[src/rtl/core/ppmr_pkg.sv]
// Package for the per-process mailbox rings: field widths, command codes,
// controller state type and control structs. No dependencies.
package ppmr_pkg;

  localparam int unsigned ID_W   = 8;
  localparam int unsigned TYPE_W = 32;
  localparam int unsigned PAY_W  = 64;
  localparam int unsigned LEN_W  = 8;

  localparam logic CMD_SEND = 1'b0;
  localparam logic CMD_RECV = 1'b1;

  typedef enum logic [1:0] {
    ST_CLEAR,
    ST_IDLE,
    ST_LOOK,
    ST_FETCH
  } ppmr_state_e;

  // Slot store operation for one cycle
  typedef struct packed {
    logic clr;
    logic wr;
    logic rd;
  } slot_op_t;

  // Result register load request
  typedef struct packed {
    logic load;
    logic ok;
    logic from_mem;
  } rsp_ctl_t;

endpackage

[src/rtl/core/ppmr_ram.sv]
// Generic simple dual-port RAM: one write port, one read port with
// registered read data. No dependencies.
module ppmr_ram #(
  parameter int unsigned WIDTH = 8,
  parameter int unsigned DEPTH = 16
) (
  input  logic                     clk_i,
  input  logic                     we_i,
  input  logic [$clog2(DEPTH)-1:0] waddr_i,
  input  logic [WIDTH-1:0]         wdata_i,
  input  logic                     re_i,
  input  logic [$clog2(DEPTH)-1:0] raddr_i,
  output logic [WIDTH-1:0]         rdata_o
);

  logic [WIDTH-1:0] mem_q [DEPTH];
  logic [WIDTH-1:0] rdata_q;

  always_ff @(posedge clk_i) begin
    if (we_i) begin
      mem_q[waddr_i] <= wdata_i;
    end
    if (re_i) begin
      rdata_q <= mem_q[raddr_i];
    end
  end

  assign rdata_o = rdata_q;

endmodule

[src/rtl/core/ppmr_ctrl.sv]
// Sequencer of the mailbox rings: clear sweep, pointer memory lookup and
// update, slot store commands and result load. Depends on ppmr_pkg, ppmr_ram.
module ppmr_ctrl #(
  parameter int unsigned NUM_QUEUES  = 256,
  parameter int unsigned QUEUE_SLOTS = 16
) (
  input  logic                                       clk_i,
  input  logic                                       rst_ni,
  input  logic                                       in_valid_i,
  output logic                                       in_ready_o,
  input  logic                                       command_i,
  input  logic [ppmr_pkg::ID_W-1:0]                  queue_id_i,
  input  logic                                       out_free_i,
  output ppmr_pkg::slot_op_t                         slot_op_o,
  output logic [$clog2(NUM_QUEUES*QUEUE_SLOTS)-1:0]  slot_addr_o,
  output ppmr_pkg::rsp_ctl_t                         rsp_ctl_o
);
  import ppmr_pkg::*;

  localparam int unsigned SLOTS = NUM_QUEUES * QUEUE_SLOTS;
  localparam int unsigned SAW   = $clog2(SLOTS);
  localparam int unsigned QW    = $clog2(NUM_QUEUES);
  localparam int unsigned PW    = $clog2(QUEUE_SLOTS);
  localparam logic [SAW-1:0]  LAST_SLOT = SAW'(SLOTS - 1);
  localparam logic [PW-1:0]   LAST_PTR  = PW'(QUEUE_SLOTS - 1);
  localparam logic [ID_W:0]   QID_LIM   = (ID_W + 1)'(NUM_QUEUES);

  ppmr_state_e     state_q, state_d;
  logic [SAW-1:0]  clr_cnt_q;
  logic            cmd_q;
  logic [ID_W-1:0] qid_q;

  logic            accept;
  logic [2*PW-1:0] ptr_rd;
  logic [PW-1:0]   wp, rp, wp_nxt, rp_nxt;
  logic            bad_id, full, empty, send_ok, recv_ok;
  logic [SAW-1:0]  slot_base;
  logic            ptr_we;
  logic [QW-1:0]   ptr_waddr;
  logic [2*PW-1:0] ptr_wdata;

  assign in_ready_o = (state_q == ST_IDLE);
  assign accept     = in_valid_i & in_ready_o;

  ppmr_ram #(
    .WIDTH (2 * PW),
    .DEPTH (NUM_QUEUES)
  ) u_ptr_ram (
    .clk_i   (clk_i),
    .we_i    (ptr_we),
    .waddr_i (ptr_waddr),
    .wdata_i (ptr_wdata),
    .re_i    (accept),
    .raddr_i (queue_id_i[QW-1:0]),
    .rdata_o (ptr_rd)
  );

  // Pointer word: read pointer in the upper half, write pointer below
  assign wp      = ptr_rd[PW-1:0];
  assign rp      = ptr_rd[2*PW-1:PW];
  assign wp_nxt  = (wp == LAST_PTR) ? '0 : wp + PW'(1);
  assign rp_nxt  = (rp == LAST_PTR) ? '0 : rp + PW'(1);
  assign bad_id  = ({1'b0, qid_q} >= QID_LIM);
  assign full    = (wp_nxt == rp);
  assign empty   = (wp == rp);
  assign send_ok = ~bad_id & (cmd_q == CMD_SEND) & ~full;
  assign recv_ok = ~bad_id & (cmd_q == CMD_RECV) & ~empty;
  assign slot_base = SAW'(qid_q[QW-1:0]) * SAW'(QUEUE_SLOTS);

  always_comb begin
    state_d = state_q;
    unique case (state_q)
      ST_CLEAR: begin
        if (clr_cnt_q == LAST_SLOT) state_d = ST_IDLE;
      end
      ST_IDLE: begin
        if (in_valid_i) state_d = ST_LOOK;
      end
      ST_LOOK: begin
        if (out_free_i) state_d = recv_ok ? ST_FETCH : ST_IDLE;
      end
      ST_FETCH: begin
        state_d = ST_IDLE;
      end
      default: state_d = ST_CLEAR;
    endcase
  end

  always_comb begin
    ptr_we      = 1'b0;
    ptr_waddr   = qid_q[QW-1:0];
    ptr_wdata   = '0;
    slot_op_o   = '0;
    slot_addr_o = slot_base + SAW'(wp);
    rsp_ctl_o   = '0;
    unique case (state_q)
      ST_CLEAR: begin
        ptr_we        = 1'b1;
        ptr_waddr     = clr_cnt_q[QW-1:0];
        slot_op_o.clr = 1'b1;
        slot_addr_o   = clr_cnt_q;
      end
      ST_IDLE: begin
      end
      ST_LOOK: begin
        if (out_free_i) begin
          if (send_ok) begin
            ptr_we         = 1'b1;
            ptr_wdata      = {rp, wp_nxt};
            slot_op_o.wr   = 1'b1;
            rsp_ctl_o.load = 1'b1;
            rsp_ctl_o.ok   = 1'b1;
          end else if (recv_ok) begin
            ptr_we       = 1'b1;
            ptr_wdata    = {rp_nxt, wp};
            slot_op_o.rd = 1'b1;
            slot_addr_o  = slot_base + SAW'(rp);
          end else begin
            rsp_ctl_o.load = 1'b1;
          end
        end
      end
      ST_FETCH: begin
        rsp_ctl_o.load     = 1'b1;
        rsp_ctl_o.ok       = 1'b1;
        rsp_ctl_o.from_mem = 1'b1;
      end
      default: begin
      end
    endcase
  end

  always_ff @(posedge clk_i or negedge rst_ni) begin
    if (!rst_ni) begin
      state_q   <= ST_CLEAR;
      clr_cnt_q <= '0;
      cmd_q     <= CMD_SEND;
      qid_q     <= '0;
    end else begin
      state_q <= state_d;
      if (state_q == ST_CLEAR) begin
        clr_cnt_q <= clr_cnt_q + SAW'(1);
      end
      if (accept) begin
        cmd_q <= command_i;
        qid_q <= queue_id_i;
      end
    end
  end

endmodule

[config.mk]
export PLATFORM = sky130hd
export DESIGN_NAME = ppmr_ctrl
export DESIGN_NICKNAME = d
export VERILOG_FILES = /design/src/rtl/core/ppmr_pkg.sv /design/src/rtl/core/ppmr_ram.sv /design/src/rtl/core/ppmr_ctrl.sv
export SDC_FILE = /design/constraint.sdc
export NUM_CORES = 2
export LEC_CHECK = 0
export BUFFER_PORTS_ARGS = -buffer_cell sky130_fd_sc_hd__buf_4
export CAP_MARGIN = 0
export CELL_PAD_IN_SITES_DETAIL_PLACEMENT = 1
export CELL_PAD_IN_SITES_GLOBAL_PLACEMENT = 2
export CORE_MARGIN = 2
export CORE_UTILIZATION = 45
export DETAILED_ROUTE_END_ITERATION = 12
export PLACE_DENSITY = 0.68
export SLEW_MARGIN = 40
export SYNTH_ARGS = -nofsm -noshare
export SYNTH_HDL_FRONTEND = slang
export SYNTH_HIERARCHICAL = 1
export SYNTH_SLANG_ARGS = --single-unit
[constraint.sdc]
create_clock -name clk_i -period 28.2 [get_ports clk_i]
set_input_delay 1.41 -clock clk_i [delete_from_list [all_inputs] [get_ports clk_i]]
set_output_delay 1.41 -clock clk_i [all_outputs]
set_load 0.01 [all_outputs]
## After elaboration in Yosys (flattened, before gate mapping)

Memories as Yosys holds them, arrays and structs flattened. A register that Yosys moved wholly into a read port is not among the register bits.
Cells that the tools add are included.

| cells by class | value |
|---|---|
| add/sub/neg operators | 5 |
| equal/unequal tests | 11 |
| multiplexer cells | 32 |
| bitwise logic cells | 6 |
| reduce and logical (&&, ||, !) cells | 2 |

Operator list:

| operator | count |
|---|---|
| two-way mux 8 bit | 5 |
| two-way mux 12 bit | 3 |
| adder 12 x 4 -> 12 bit | 2 |
| case mux 12 bit (2 select lines) | 1 |
| two-way mux 2 bit | 7 |
| adder 12 x 1 -> 12 bit (second input constant) | 1 |
| equality test 12 bit (second input constant) | 1 |
| two-way mux 1 bit | 11 |
| adder 4 x 1 -> 4 bit (second input constant) | 2 |
| equality test 4 bit | 2 |
| equality test 4 bit (second input constant) | 2 |
| two-way mux 4 bit | 2 |
| case mux 2 bit (4 select lines) | 1 |
| inequality test 2 bit (second input constant) | 3 |
| equality test 2 bit (second input constant) | 2 |
| case mux 2 bit (2 select lines) | 1 |
| bitwise AND 1 bit | 3 |
| NOT 1 bit | 3 |
| AND reduction 3 bit | 1 |
| equality test 2 x 1 -> 1 bit (second input constant) | 1 |
| zero test 2 bit | 1 |
| case mux 1 bit (2 select lines) | 1 |

| storage, ports and cells | value |
|---|---|
| register bits after elaboration | 23 |
| RAM bits | 2048 |
| input bits | 13 |
| output and inout port bits | 19 |
| logic and storage cells | 61 |
| memories | 1 |

Memory list:

| memory | words | width | read ports | clocked after Yosys merged registers in | wr ports | RTL line | RTL |
|---|---|---|---|---|---|---|---|
| u_ptr_ram.mem_q | 256 | 8 | 1 | 1 | 1 | ppmr_ram.sv:16 | `logic [WIDTH-1:0] mem_q [DEPTH];` |

## Logic depth before layout (Yosys ltp)

| logic depth | value |
|---|---|
| word-level depth | 10 |
| depth in mapped cells | 12 |

## Modules after synthesis

Netlist, hierarchy kept.

By module, submodules not included:

| module | times used | cells an instance | area an instance (µm²) | sequential area each (µm²) |
|---|---|---|---|---|
| ppmr_ram | 1 | 3733 | 79636.4 | 61739.2 |
| ppmr_ctrl | 1 | 179 | 1670.4 | 575.6 |

## Least setup slack after synthesis

No wires, ideal clock.

| path | value |
|---|---|
| path kind | input to register |
| start | input port out_free_i |
| end | memory u_ptr_ram.mem_q[0][2], data pin |
| setup time | 3.367 ns |
| data arrival time | 17.847 ns |
| path slack | 6.986 ns |
| cell stages on the path | 4 |
| path buffers | 0 |
| cell sequence | nand2_1 > nor2_1 > o21ai_1 > o311ai_0 |

| between the ends | value |
|---|---|
| longest elaborated chain between the ends | 2 |

RTL lines:

| item | RTL line | RTL |
|---|---|---|
| from (decl) | ppmr_ctrl.sv:13 | `input logic out_free_i,` |
| two-way mux 8 bit | ppmr_ctrl.sv:106 | `if (out_free_i) begin` |
| two-way mux 8 bit | ppmr_ctrl.sv:96 | `unique case (state_q)` |
| via ptr_wdata[2] | ppmr_ctrl.sv:40 | `logic [2*PW-1:0] ptr_wdata;` |
| to (decl) | ppmr_ram.sv:16 |  |

The timed path passes the listed nets, and every way through them passes these cells.

==> impl_metrics.env <==
export IMPL_status="finished, final reports clean"
export IMPL_fp_dieArea_um2=184000
export IMPL_first_iter_violations=4541
export IMPL_ctsResizeCount=0
export IMPL_critPathMaxFanout=104
export IMPL_synth_fp_nets=3933
export IMPL_area_growth_pct=12.3
export IMPL_drc=0
export IMPL_vias=40500
export IMPL_die_h_um=429
export IMPL_r2r_start="state_q[1]"
export IMPL_clk_path_buf_depth=3
export IMPL_relSlewSlack_pct=39.8
export IMPL_path_class="input pin to flip-flop"
export IMPL_clk_latency_ns=0.86
export IMPL_power_per_cell_area_nw_per_um2=76.1
export IMPL_worstSetupStartpoint="queue_id_i[1]"
export IMPL_diodes=0
export IMPL_fin_crit_sh_pct=19.8
export IMPL_cp_endpoint="u_ptr_ram/rdata_o[6]"
export IMPL_initial_core_util_pct=45.1
export IMPL_drv_cap=0
export IMPL_rsz0062_at_grt="false"
export IMPL_hpwl_um=136000
export IMPL_core_area_um2=180000
export IMPL_final_common_cell="edfxtp_1"
export IMPL_path_clk_slew_ns=0.06
export IMPL_synth_cells=3912
export IMPL_fin_worst_skew_ns=0.0245
export IMPL_seq_area_frac_synth_pct=76.6
export IMPL_nNetsFinal=4061
export IMPL_grt_pass1_wl_um=316000
export IMPL_die_x_um=429
export IMPL_reg2reg_depth=8
export IMPL_fin_setup_tns_ns=0
export IMPL_cts_tree="built"
export IMPL_cts_hold_fix_buffers=0
export IMPL_grt_max_degree=185
export IMPL_reg2reg_slack_ns=23.68
export IMPL_slew_viol_final=0
export IMPL_max_vdd_ir_drop_mv=0.0487
export IMPL_avgViaCountPerCell=6.15
export IMPL_cp_end_kind="flip-flop"
export IMPL_startpoint_type="input pin"
export IMPL_hold_viol=0
export IMPL_first_global_vias=41600
export IMPL_post_drt_wl_per_cell_um=33.5
export IMPL_synthArstFlopShare_pct=1.11
export IMPL_cts_setup_buffers=0
export IMPL_grt_usage_pct=24.0
export IMPL_layout_common_cells="edfxtp_1 (2056), mux4_2 (454), clkbuf_16 (216)"
export IMPL_tightest_slew_ns=0.899
export IMPL_port_buffers=31
export IMPL_p_leak_nw=28.8
export IMPL_hold_class="input pin to async pin"
export IMPL_cts_buffers=211
export IMPL_first_pass_iters=6
export IMPL_ys_types=71
export IMPL_clock_sink_count=2079
export IMPL_grt_antenna_before_repair=9
export IMPL_r2r_end="u_ptr_ram/mem_q[137][6]"
export IMPL_cts_root_buf="clkbuf_16"
export IMPL_cp_required_ns=28.77
export IMPL_grt_overflow=0
export IMPL_fmax_mhz=179
export IMPL_finalCoreUtilization_pct=50.7
export IMPL_drt_antenna_violating_nets=0
export IMPL_yosys_most_used_dff="edfxtp_1"
export IMPL_synth_edf_count=2056
export IMPL_pin_count=32
export IMPL_synth_seq_cells=2079
export IMPL_synth_area_per_cell_um2=20.8
export IMPL_htreeDepth=4
export IMPL_layout_drive_gt1_share_pct=27.3
export IMPL_yosysWarningCount=6
export IMPL_rows=156
export IMPL_critical_path_arrival_ns=6.16
export IMPL_place_congestion=0.817
export IMPL_report_final_setup_viol=0
export IMPL_syn_area_um2=81300
export IMPL_routed_wl_um=220000
export IMPL_period_needed_ns=5.59
cells in the mapped netlist, types with 28 or more instances:
library cell	count	area (µm²)
edfxtp_1	2056	61700
nand3_1	39	195
mux4_2	454	10200
buf_4	29	218
mux2i_1	137	1370
buf_2	31	155
a22oi_1	133	998
clkbuf_1	114	428
o221ai_1	46	403
a21oi_1	99	495
nor2b_1	31	194
o22ai_1	28	175
nand2_1	55	206
nor2_1	287	1080
how the worst min path moves through the flow:
stage             startpoint             to  slack [ns]  cells past startpoint
2_1_floorplan   clr_cnt_q[8]   clr_cnt_q[8]        0.46                      1
3_3_place_gp    clr_cnt_q[8]   clr_cnt_q[8]        0.48                      1
3_5_place_dp   clr_cnt_q[11]  clr_cnt_q[11]        0.49                      1
4_1_cts               rst_ni  clr_cnt_q[10]        0.41                      1
5_1_grt               rst_ni     state_q[0]        0.45                      1
6_report              rst_ni     state_q[0]        0.47                      1
stage by stage:
step	hold WS, ns	total power (W)	cell area [µm²]	setup WS, ns	std cells
detailed placement	0.494	0.00441	84700	21.80	6191
floorplan	0.459	0.00409	81300	6.99	3912
global route	0.453	0.00715	91300	22.49	6580
CTS	0.415	0.00698	91000	22.71	6574
finish	0.465	0.00695	91300	22.61	6580
global placement	0.484	0.00436	84000	21.15	6169
cells by family after synthesis:
family          synth area share (%)
mux                             14.5
xor+xnor                       0.205
buf+inv                         1.93
simple gates                    2.89
compound gates                  3.66
fa+ha+maj                      0.123
flops                           76.6
power by group:
group	switching [W]	internal, W	leakage, nW
Combinational	0.000600	0.000203	6.16
Sequential	0.0000317	0.00353	19.5
Clock	0.00115	0.00144	3.08
final cells by class:
cell class / count / area (µm²)
Fill cell: 15800 / 88800
Sequential cell: 2079 / 62300
Multi-Input combinational cell: 1572 / 18200
Clock buffer: 280 / 5650
Tap cell: 2370 / 2970
Timing Repair Buffer: 156 / 1450
Clock inverter: 103 / 646
Inverter: 20 / 75.1
state kept, by name, summed over array words and instances, names as in the netlist:
name and flops:
u_ptr_ram/mem_q 2048, clr_cnt_q 12, qid_q 8, u_ptr_ram/rdata_o 8
state_q 2, cmd_q 1
per-layer routing:
| layer | up-vias | wire length [µm] | track usage, % |
|---|---|---|---|
| li1 | 16600 | - | - |
| met1 | 22100 | 97500 | 36.3 |
| met2 | 1445 | 104000 | 37.3 |
| met3 | 263 | 15100 | 3.70 |
| met4 | 4 | 4020 | 5.00 |
| met5 | - | 26 | 0 |
critical path, cell delays in order:
cell,delay (ns)
buf_8,0.46
buf_4,0.73
buf_12,0.57
buf_6,0.61
mux4_2,0.40
a22oi_1,0.45
a21oi_1,0.15
nor4_2,0.74
buf_4,0.24
nor4_2,0.04
Power figures use the tool's default switching activity.
